## src/rtl/hbbc_ram.sv

```systemverilog
// Generic single-write, single-read RAM with registered read data.
// No dependencies.
module hbbc_ram #(
   parameter int WIDTH = 8,
   parameter int DEPTH = 16
) (
   input  logic                                  clock,
   input  logic                                  we,
   input  logic [(DEPTH > 1 ? $clog2(DEPTH) : 1)-1:0] waddr,
   input  logic [WIDTH-1:0]                      wdata,
   input  logic [(DEPTH > 1 ? $clog2(DEPTH) : 1)-1:0] raddr,
   output logic [WIDTH-1:0]                      rdata
);
   logic [WIDTH-1:0] mem_ff [DEPTH];

   always_ff @(posedge clock) begin
      if (we) begin
         mem_ff[waddr] <= wdata;
      end
      rdata <= mem_ff[raddr];
   end
endmodule

```

## config.mk

```make
export PLATFORM = sky130hd
export DESIGN_NAME = hbbc_ram
export DESIGN_NICKNAME = d
export VERILOG_FILES = /design/src/rtl/hbbc_ram.sv
export SDC_FILE = /design/constraint.sdc
export NUM_CORES = 1
export LEC_CHECK = 0
export ABC_AREA = 1
export BUFFER_PORTS_ARGS = -buffer_cell sky130_fd_sc_hd__buf_2
export CORE_AREA = 2 2 117 119
export DETAILED_ROUTE_END_ITERATION = 10
export DIE_AREA = 0 0 119 121
export PLACE_DENSITY_LB_ADDON = 0.15
export SETUP_SLACK_MARGIN = 0.4
export SYNTH_ARGS = -nofsm -noshare
export SYNTH_HDL_FRONTEND = slang
export SYNTH_SLANG_ARGS = --single-unit
```

## constraint.sdc

```tcl
create_clock -name clock -period 2.9 [get_ports clock]
set_input_delay 0.29 -clock clock [delete_from_list [all_inputs] [get_ports clock]]
set_output_delay 0.29 -clock clock [all_outputs]
set_load 0.01 [all_outputs]
```

After elaboration in Yosys (flattened, before gate mapping)
Memory sizes are Yosys's and may differ from the RTL's. A register that Yosys moved wholly into a read port is not among the register bits. Index checks and enable logic that the tools add are counted.

Register bits after elaboration: 0. Bits in writable memories: 128. Input port bits: 18. Output and inout port bits: 8. Logic and storage cells: 3. Memories kept: 1.

Memories: mem_ff (depth 16, bits a word 8, read ports 1, clocked after memory_dff 1, wr ports 1, RTL line 14) `logic [WIDTH-1:0] mem_ff [DEPTH];`.

Multiplexer cells: 2.

Operator list (count): $mux W1 (2).

Depth between registers and ports, before layout
Word-level depth: 2. Depth in mapped cells: 8.

Least setup slack after synthesis
OpenSTA, ideal clock, no wires.

Kind: input-to-reg. From: input waddr[2] (netlist name). To: memory mem_ff[10][0], enable pin. Arrival time: 0.871 ns. Required time: 2.530 ns. Setup slack: 1.659 ns. Stages on the path: 2. Buffers on the path: 0. Path through: nand3b_1 -> nor2_1.

RTL lines: start, declared (RTL line 9) `input logic [(DEPTH > 1 ? $clog2(DEPTH) : 1)-1:0] waddr,`; end, declared (RTL line 14).

Straight into the memory's write port.

==> metrics.md <==
| Metric | Value |
|---|---|
| Most common cell after layout, fill and taps aside | `nand2_1` |
| Syn nets | `569` |
| Most frequent cells in the layout | `nand2_1, edfxtp_1, inv_1` |
| Mux share of post-synthesis cell area | `0` |
| Global route overflow | `0` |
| TritonCTS clock tree | `done` |
| DR iter-0 viols | `275` |
| Via count | `3,633` |
| Die W | `roughly 120 um` |
| Max Root-Sink Buffers | `2` |
| # Max-Cap Violations | `0` |
| Flop pwr share | `0.513` |
| Final ANT Viol Nets | `0` |
| Yosys Warn Count | `0` |
| Status | `completed` |
| WL/cell | `between 15 and 20 um` |
| Top Ports | `26` |
| PortBufs | `25` |
| DRC | `0` |
| Crit-path max FO | `64` |
| Setup Fix Bufs, Post-CTS | `0` |
| Startpoint Class | `primary input` |
| Synth Area in XOR/XNOR | `0` |
| Vias in the first global route | `about 3,500` |
| #FFs+latches synth | `between 100 and 150` |
| Core box area | `between 0.01 and 0.015 sq mm` |
| FMAX | `736 MHz` |
| WS Path Type | `primary input to flop` |
| Pre-antenna DRT Iters | `4` |
| Rel. slew slack | `0.404` |
| Final WL | `about 13,000 um` |
| Pre-CTS setup slack | `between 1 and 1.5 ns` |
| Cell internal pwr | `3.39 mW` |
| Combinational fraction of design power | `0.061` |
| Post-synthesis cell type count | `12` |
| Root buffer cell | `clkbuf_16` |
| CTS Buf Count | `17` |
| Rows | `42` |
| Reg2reg path depth | `6` |
| Synth Area in Simple Gates | `0.210` |
| Post-layout net count | `roughly 600` |
| Critical Path RT | `approximately 3.2 ns` |
| Die Ht | `121 um` |
| Die area | `roughly 0.014 sq mm` |
| Crit path DAT | `about 1.7 ns` |
| RSZ-0062 raised after global routing | `no` |
| Largest family of logic cells by synthesized area | `simple AND/OR/NAND/NOR gates` |
| Post-Syn Instances | `~550` |
| H-tree depth | `4` |
| Clk pwr share | `0.427` |
| Tightest Pin Transition | `0.890 ns` |
| Final Max Slew Viols | `0` |
| Hold WC Path Type | `primary input to flop` |
| Post-route setup TNS | `0 ns` |
| Via-to-Cell Ratio | `4.76` |
| Hold Buf Count CTS | `0` |
| Reg clk slew, reported paths | `around 0.05 ns` |
| Maximum number of pins on one net before global-route repair | `65` |
| Period utilization | `0.468` |
| Synth Cell Area | `~0.0058 sq mm` |
| Post-layout min period | `about 1.4 ns` |
| Worst Skew | `between 0.009 and 0.01 ns` |
| Share of post-route cells with drive strength above 1 | `0.0818` |
| Final Hold Viols | `0` |
| Initial cell density of the core | `0.441` |
| Sequential area share after synthesis | `0.694` |
| Mapped Avg Cell Area | `about 10 sq um` |
| Skew-Pair Late Insertion Delay | `~0.42 ns` |
| Adder-Cell Fraction of Synth Area | `0` |
| Worst Hold Depth | `3` |
| Post_cts resized | `0` |
| Sw power | `approximately 0.9 mW` |
| P_leak | `roughly 2.8 nW` |
| Hpwl dp | `between 7000 and 8000 um` |
| Final setup violation count | `0` |
| Final setup margin | `around 1.5 ns` |
| Sink Count | `between 100 and 150` |
| Placer Congestion | `between 0.7 and 0.8` |
| Sw frac | `0.214` |
| P per Cell Area | `666 mW/mm^2` |
| Max VDD drop | `0.382 mV` |
| First-pass GRT wire length | `around 20,000 um` |
| CP Capture Type | `flop` |
| Initial antenna violation count | `0` |
| Total track usage | `0.194` |
| Compound-Gate Fraction of Synth Area | `0` |
| ANT cells | `0` |
| Syn-to-layout area delta | `12.2%` |
routing by layer:
layer	vias up	global-route usage	part of all wire
li1	1816	-	-
met1	1699	0.271	0.47
met2	100	0.293	0.46
met3	18	0.0479	0.052
met4	0	0.0766	0.021
met5	-	0	0
path summary, 6_finish.rpt:
kind / from / end / slack, ns
hold reg to reg: mem_ff[12][1] / rdata[1] / 0.69
setup reg to reg: mem_ff[4][5] / rdata[5] / 1.77
setup / recovery: raddr[0] / rdata[5] / 1.54
hold / removal: raddr[3] / rdata[3] / 0.25
through the flow:
| step | hold slack, ns | power, mW | area [sq um] | cells | utilization |
|---|---|---|---|---|---|
| 5_1_grt | 0.246 | 4.48 | 6470 | 763 | 0.495 |
| 3_5_place_dp | 0.654 | 2.52 | 5980 | 731 | 0.457 |
| 6_report | 0.253 | 4.31 | 6470 | 763 | 0.495 |
| 4_1_cts | 0.231 | 4.35 | 6470 | 763 | 0.495 |
| 2_1_floorplan | 0.389 | 2.41 | 5770 | 551 | - |
| 3_3_place_gp | 0.648 | 2.51 | 5980 | 731 | 0.457 |
power groups by stage:
stage	logic [mW]	registers (mW)	clock network, mW
floorplan	0.155	2.26	0
global placement	0.264	2.25	0
detailed placement	0.266	2.25	0
CTS	0.267	2.21	1.87
global route	0.296	2.21	1.97
finish	0.262	2.21	1.84
registers in the layout, indices dropped and copies added, names as in the netlist:
name    flops
mem_ff    128
rdata       8
kinds of logic (layout without fill, tap and decap cells):
logic type,after synthesis,after routing
simple gates,289,289
buf+inv,126,162
flops,136,136
cells in the mapped netlist:
cell	n	share of area
nand3b_1	2	0.0026
buf_4	4	0.0052
nand2_1	173	0.11
dfxtp_1	8	0.028
buf_6	6	0.012
inv_2	2	0.0013
buf_2	13	0.011
nor2_1	17	0.011
nand3_1	97	0.084
inv_1	100	0.065
edfxtp_1	128	0.67
buf_1	1	0.00065
final cells by class:
class | instances | area, sq um
fill | 1240 | 6610
sequential | 136 | 4000
multi-input combinational | 289 | 1210
clock buffer | 32 | 492
inverter | 102 | 383
tap | 176 | 220
timing repair buffer | 28 | 160
critical path, stage by stage:
cell	delay (ns)
buf_2	0.10
buf_4	0.54
nand2_1	0.13
nand3_1	0.12
nand3_1	0.13
nand3_1	0.20
nand2_1	0.09
(Power assumes the default switching activity.)
