[src/rtl/hbbc_pkg.sv]
// Package for the hashed block buffer cache.
// Holds the channel word types, the slot entry layout, opcodes and status codes.
// No dependencies.
package hbbc_pkg;

   localparam int BUCKETS_DEFAULT = 13;
   localparam int WAYS_DEFAULT    = 30;
   localparam int RANK_W          = 5;
   localparam int COUNT_W         = 8;
   localparam int BUCKET_W        = 6;
   localparam logic [COUNT_W-1:0] COUNT_MAX = 8'd255;

   typedef enum logic [1:0] {
      OP_GET     = 2'd0,
      OP_RELEASE = 2'd1,
      OP_PIN     = 2'd2,
      OP_UNPIN   = 2'd3
   } opcode_type;

   typedef enum logic [1:0] {
      ST_OK      = 2'd0,
      ST_NO_FREE = 2'd1,
      ST_COUNT   = 2'd2
   } status_type;

   typedef struct packed {
      logic [1:0]  opcode;
      logic [7:0]  device_id;
      logic [31:0] block_number;
      logic [8:0]  slot_handle;
   } req_type;

   typedef struct packed {
      logic [8:0] slot_id;
      logic       hit;
      logic       needs_fill;
      logic [1:0] status;
   } rsp_type;

   typedef struct packed {
      logic [7:0]         dev;
      logic [31:0]        blk;
      logic               valid;
      logic [COUNT_W-1:0] count;
      logic [RANK_W-1:0]  rank;
   } entry_type;

endpackage

[src/rtl/hbbc_mod.sv]
// Remainder of a 32-bit block number by the bucket count, by multiplying with
// a rounded-up reciprocal. Uses hbbc_pkg. Done pulses once the remainder is registered.
module hbbc_mod #(
   parameter int BUCKETS = hbbc_pkg::BUCKETS_DEFAULT
) (
   input  logic                          clock,
   input  logic                          reset,
   input  logic                          start,
   input  logic [31:0]                   value,
   output logic                          done,
   output logic [hbbc_pkg::BUCKET_W-1:0] rem
);
   import hbbc_pkg::*;

   // quotient = (x * ceil(2^(32+l) / d)) >> (32+l), l = ceil(log2 d): exact for any 32-bit x
   localparam int          SHIFT = 32 + $clog2(BUCKETS);
   localparam logic [32:0] RECIP =
      33'(((64'd1 << SHIFT) + 64'(BUCKETS) - 64'd1) / 64'(BUCKETS));

   logic                busy_ff, busy_in;
   logic                done_ff, done_in;
   logic                step_ff, step_in;
   logic [31:0]         val_ff, val_in;
   logic [64:0]         prod_ff, prod_in;
   logic [BUCKET_W-1:0] rem_ff, rem_in;
   logic [31:0]         quot;
   logic [31:0]         diff;

   always_comb begin
      quot    = 32'(prod_ff >> SHIFT);
      diff    = val_ff - quot * 32'(BUCKETS);
      busy_in = busy_ff;
      done_in = 1'b0;
      step_in = step_ff;
      val_in  = val_ff;
      prod_in = prod_ff;
      rem_in  = rem_ff;
      if (start) begin
         busy_in = 1'b1;
         step_in = 1'b0;
         val_in  = value;
      end else if (busy_ff) begin
         if (!step_ff) begin
            prod_in = 65'(val_ff) * 65'(RECIP);
            step_in = 1'b1;
         end else begin
            rem_in  = BUCKET_W'(diff);
            busy_in = 1'b0;
            done_in = 1'b1;
         end
      end
   end

   always_ff @(posedge clock) begin
      if (reset) begin
         busy_ff <= 1'b0;
         done_ff <= 1'b0;
      end else begin
         busy_ff <= busy_in;
         done_ff <= done_in;
      end
      step_ff <= step_in;
      val_ff  <= val_in;
      prod_ff <= prod_in;
      rem_ff  <= rem_in;
   end

   assign done = done_ff;
   assign rem  = rem_ff;

   a_rem_range: assert property (@(posedge clock) disable iff (reset)
      done_ff |-> (rem_ff < BUCKET_W'(BUCKETS)))
      else $error("bucket remainder out of range");
   a_done_pulse: assert property (@(posedge clock) disable iff (reset)
      done_ff |=> !done_ff)
      else $error("remainder done held longer than one cycle");
   a_no_restart: assert property (@(posedge clock) disable iff (reset)
      busy_ff |-> !done_ff)
      else $error("remainder done while still busy");
endmodule
[config.mk]
export PLATFORM = sky130hd
export DESIGN_NAME = hbbc_mod
export DESIGN_NICKNAME = d
export VERILOG_FILES = /design/src/rtl/hbbc_pkg.sv /design/src/rtl/hbbc_mod.sv
export SDC_FILE = /design/constraint.sdc
export NUM_CORES = 1
export LEC_CHECK = 0
export ABC_AREA = 1
export BUFFER_PORTS_ARGS = -buffer_cell sky130_fd_sc_hd__buf_2
export CAP_MARGIN = 5
export CELL_PAD_IN_SITES_DETAIL_PLACEMENT = 1
export CELL_PAD_IN_SITES_GLOBAL_PLACEMENT = 2
export CORE_MARGIN = 5
export CORE_UTILIZATION = 39
export CTS_CLUSTER_SIZE = 12
export DETAILED_ROUTE_END_ITERATION = 8
export PLACE_DENSITY_LB_ADDON = 0.1
export SYNTH_ARGS = -nofsm -noshare
export SYNTH_HDL_FRONTEND = slang
export SYNTH_SLANG_ARGS = --single-unit
[constraint.sdc]
create_clock -name clock -period 6.19 [get_ports clock]
set_input_delay 1.238 -clock clock [delete_from_list [all_inputs] [get_ports clock]]
set_output_delay 1.238 -clock clock [all_outputs]
set_load 0.01 [all_outputs]
# ---- Word-level counts from Yosys, hierarchy flattened
# Index checks and enable logic that the tools add are counted.
dict set report word_totals {
  reg_bits 104
  output_inout_bits 7
  wordCells 19
}
dict set report classes {
  n_addsub 1
  multipliers 2
  n_mux 4
  n_bitwise 3
  n_reduce_logical 3
}
# op n
set op_table {}
lappend op_table {{$mul 32x31->63 const B} 1}
lappend op_table {{$mul 29x4->6 const B} 1}
lappend op_table {{$reduce_and 3->1} 2}
lappend op_table {{$sub 6x6->6} 1}
lappend op_table {{$mux 1} 4}
lappend op_table {{$not 1->1} 3}
lappend op_table {{$reduce_or 3->1} 1}

# ---- Logic depth before layout (Yosys ltp)
dict set report logic_depth {
  depth_word 3
  depth_mapped 26
  mapped_depth_nobuf 26
}

# ---- Worst setup path after synthesis
# OpenSTA, ideal clock, no wires.
dict set report synth_timing {
  path_type {register to register}
  startpoint {register val_ff[4]}
  endpoint {register prod_ff[39] (data pin)}
  arrival_ps 5820
  required_time_ps 5937
  slack_ps 117
  path_stages_with_launch 22
  path_buffers 0
  path_cell_list {edfxtp_1 fa_1 inv_1 fa_1 fa_1 inv_1 fa_1 fa_1 fa_1 fa_1 inv_1 fa_1 inv_1 ha_1 nand2_1 nor2_2 inv_2 nor3_2 nor3b_2 nand3_1 nand4_1 nand2_1}
}
dict set report synth_between {
  elab_chain_cells 1
}
# element line_no
set synth_rtl {}
lappend synth_rtl {{start, declared} hbbc_mod.sv:23} ;# logic [31:0] val_ff, val_in;
lappend synth_rtl {{start signal, assigned} hbbc_mod.sv:63} ;# val_ff <= val_in;
lappend synth_rtl {{$mul 32x31->63} hbbc_mod.sv:44} ;# prod_in = 65'(val_ff) * 65'(RECIP);
lappend synth_rtl {{end signal, assigned} hbbc_mod.sv:64} ;# prod_ff <= prod_in;
lappend synth_rtl {{end, declared} hbbc_mod.sv:24} ;# logic [64:0] prod_ff, prod_in;
# Every way passes these cells.
# A chain may end at the register's enable or synchronous reset.

# ---- Worst setup path after layout
dict set report layout_timing {
  startpoint {register val_ff[5]}
  endpoint {register prod_ff[39] (data pin)}
}
# The elaborated chain is that of the path after synthesis.

==> results.txt <==
Layout Skew = 0.0128 ns
CTS Sinks = 47
Mean number of vias per cell = 4.67
Average wire length per cell after detail routing = 20.7 um
Leading cell type by number of instances after synthesis = sky130_fd_sc_hd__inv_1
Crit path time final = 6.30 ns
Relative slew margins = 0.582
Vias in the first global route = 11300
TritonCTS clock tree = built
Cell count after placement = 2027
XOR/XNOR share of the synthesized area = 0.0171
Signal arrival time at the worst endpoint = 6.39 ns
CTS H-tree lvls = 2
Synthesized area per cell = 9.68 um^2
Mux cell area share after synthesis = 0
Total core area = 33600 um^2
Post-synth top cells = sky130_fd_sc_hd__inv_1 (483), sky130_fd_sc_hd__fa_1 (268), sky130_fd_sc_hd__ha_1 (249)
Area share of and/or/nand/nor cells after synthesis = 0.0735
Clk_lat worst skew = 0.33 ns
Die footprint = 37900 um^2
Worst min-delay path class = register to register
Final antenna diode count = 0
Violated checks = negative setup slack
Yosys Warn Count = 0
Largest cells by area after synthesis = sky130_fd_sc_hd__fa_1 (40%), sky130_fd_sc_hd__ha_1 (23%), sky130_fd_sc_hd__inv_1 (14%)
Count of cell types in the netlist = 31
Most numerous cell on the critical path = sky130_fd_sc_hd__fa_1
Via count = 9615
Netlist Area Pre-Place = 13300 um^2
Max Fclk = 159 MHz
Tightest Pin Transition = 0.624 ns
Dominant combinational cell family by area after synthesis = adder cells
Share of the synthesized area in compound gates (AO/OA/AOI/OAI) = 0.0321
Final number of max-transition violations = 0
Status = finished, violations left
Critical path type = register to register
Syn_nets = 1927
CTS Buf Count = 5
Least setup slack across all paths after layout = -0.111 ns
Post-synth top area cell = sky130_fd_sc_hd__fa_1
CP Launch Type = register
Cell with the biggest individual delay on the critical path = sky130_fd_sc_hd__fa_1
Count of endpoints failing hold in the final timing report = 0
Area fraction of the dominant cell type after synthesis = 0.403
Buffer levels on the longest clock path = 2
Global-route congestion overflow total = 0
Floorplan row count = 67
Number of detailed-route iterations in the first pass = 4
Number of antenna violations at the first check in global routing = 0
Min Hold Slack = 0.497 ns
Stage delay of the slowest cell on the critical path = 0.56 ns
NumNets Final = 2164
Proportion of synthesized flip-flops having asynchronous set or reset = 0
Die height = 195 um
Top delay family on crit path = adder cells
Number of I/O pins = 42
Sequential cell area fraction in the yosys report = 0.104
Post-synthesis adder-cell area fraction = 0.637
Kind of end point of the critical path = register
Wire length of the first global-routing pass = 66400 um
Maximum number of pins on one net before global-route repair = 29
Final Setup Violations = 4
CP Max Fanout = 7
Final routed DRC violation total = 0
Routability congestion estimate = 0.902
Number of violations of the max-capacitance limit = 0
Cell count after synthesis = 1375
Total negative slack for setup checks = -0.271 ns
Width of the die = 195 um
Endpoint required time on the critical path = 6.28 ns
Starting DRC count in detailed routing = 398
Port-buffer cells = 41
Fraction of the cycle the final worst path needs = 1.02
Worst path cell trace = buf_12 -> fa_2 -> fa_1 -> fa_1 -> fa_2 -> fa_1 -> fa_1 -> fa_2 -> fa_1 -> ha_4 -> nand2_4 -> nor2_4 -> inv_4 -> nor3_4 -> nor3b_4 -> nand3_2 -> nand4_1 -> nand2_1
Post-synth EDFFs = 44
Area growth from synthesis to layout = 23.8%
Post-detail-place hpwl = 38600 um
Clock tree root driver cell = sky130_fd_sc_hd__clkbuf_16
Ys flop type = sky130_fd_sc_hd__edfxtp_1
Share of final-layout standard cells stronger than drive strength 1 = 0.244
Clock-pin slew on the worst setup and hold paths = 0.07 ns
Initial Util = 0.396
Setup repair after global routing missed its margin = yes
Non-filler cells in the finished layout = 2061
GRT Util Overall = 0.234
ANT nets after route = 0
Number of buffer and inverter instances along the worst setup path = 2
Count of state elements after synthesis = 47
Total wire length after detailed routing = 42600 um
[layout by cell type, fill, tap and decap left out, types with 11 or more instances in the layout]
cell type                    n
sky130_fd_sc_hd__buf_2      41
sky130_fd_sc_hd__a21oi_1    33
sky130_fd_sc_hd__xnor2_1    11
sky130_fd_sc_hd__nand3_1    32
sky130_fd_sc_hd__inv_2      33
sky130_fd_sc_hd__nand2_1   108
sky130_fd_sc_hd__ha_1      216
sky130_fd_sc_hd__xor2_1     15
sky130_fd_sc_hd__ha_4       31
sky130_fd_sc_hd__nor2_1     28
sky130_fd_sc_hd__buf_4     172
sky130_fd_sc_hd__inv_1     449
sky130_fd_sc_hd__o21ai_0    17
sky130_fd_sc_hd__nand2_2    12
sky130_fd_sc_hd__fa_2       37
sky130_fd_sc_hd__edfxtp_1   44
sky130_fd_sc_hd__buf_6      15
sky130_fd_sc_hd__fa_1      231
[final cells by class]
type	count	area [um^2]
well taps	448	561
repair buffers	230	1710
fillers	3803	17100
clock buffers	7	133
clock inverters	1	30.0
flip-flops and latches	47	1380
inverters	485	1830
multi-input cells	843	10800
[metrics by stage]
stage / util / instance area [um^2] / setup slack [ns]
after detailed placement: 0.456 / 15300 / -0.558
after CTS: 0.476 / 16000 / -0.133
after floorplan: - / 13300 / 0.117
final: 0.490 / 16500 / -0.111
after global placement: 0.456 / 15300 / -0.520
after global routing: 0.490 / 16500 / -0.311
[routing by layer]
layer / track usage / wire length (um)
met5: 0 / 0
met4: 0.0509 / 878
met3: 0.0303 / 1270
met2: 0.381 / 20100
met1: 0.336 / 20300
[state kept, by name (all words and copies together), names as in the netlist]
name,cells
val_ff,32
done,1
prod_ff,6
busy_ff,1
rem,6
step_ff,1
[path summary, 6_finish.rpt]
kind                                      startpoint                     to  slack (ns)  cells past startpoint
worst min register to register  step_ff$_SDFFE_PP0P_        done$_SDFF_PP0_        0.50                      2
worst max-delay path             val_ff[5]$_DFFE_PP_  prod_ff[39]$_DFFE_PP_       -0.11                     18
worst max register to register   val_ff[5]$_DFFE_PP_  prod_ff[39]$_DFFE_PP_       -0.11                     18
worst min-delay path            step_ff$_SDFFE_PP0P_        done$_SDFF_PP0_        0.50                      2
[worst reg2reg max path, cell delays in order, from the launching register on]
cell                       delay [ns]
sky130_fd_sc_hd__edfxtp_1        0.44
sky130_fd_sc_hd__buf_12          0.18
sky130_fd_sc_hd__fa_2            0.43
sky130_fd_sc_hd__fa_1            0.50
sky130_fd_sc_hd__fa_1            0.55
sky130_fd_sc_hd__fa_2            0.49
sky130_fd_sc_hd__fa_1            0.54
sky130_fd_sc_hd__fa_1            0.56
sky130_fd_sc_hd__fa_2            0.49
sky130_fd_sc_hd__fa_1            0.55
sky130_fd_sc_hd__ha_4            0.33
sky130_fd_sc_hd__nand2_4         0.06
sky130_fd_sc_hd__nor2_4          0.12
sky130_fd_sc_hd__inv_4           0.06
sky130_fd_sc_hd__nor3_4          0.20
sky130_fd_sc_hd__nor3b_4         0.25
sky130_fd_sc_hd__nand3_2         0.12
sky130_fd_sc_hd__nand4_1         0.11
sky130_fd_sc_hd__nand2_1         0.06
[cells by family (layout without fill, tap and decap cells)]
group	Yosys count	count (layout)
adder cells (fa/ha/maj)	517	517
AND/OR/NAND/NOR	222	222
flip-flops	47	47
AO/OA/AOI/OAI	78	78
buffers and inverters	485	723
XOR/XNOR	26	26
[what timing repair did]
| action | 4_1_cts | 5_1_grt |
|---|---|---|
| gates resized for setup | 93 | 96 |
| setup endpoints to repair | 6 | 6 |
| pin swaps | 66 | 90 |
| setup buffers | 14 | 14 |
| hold buffers | 0 | 0 |
| hold endpoints to repair | 0 | 0 |
Power is not shown: default switching activity piles up to over one toggle a cycle in this logic, so the estimate is an artifact.
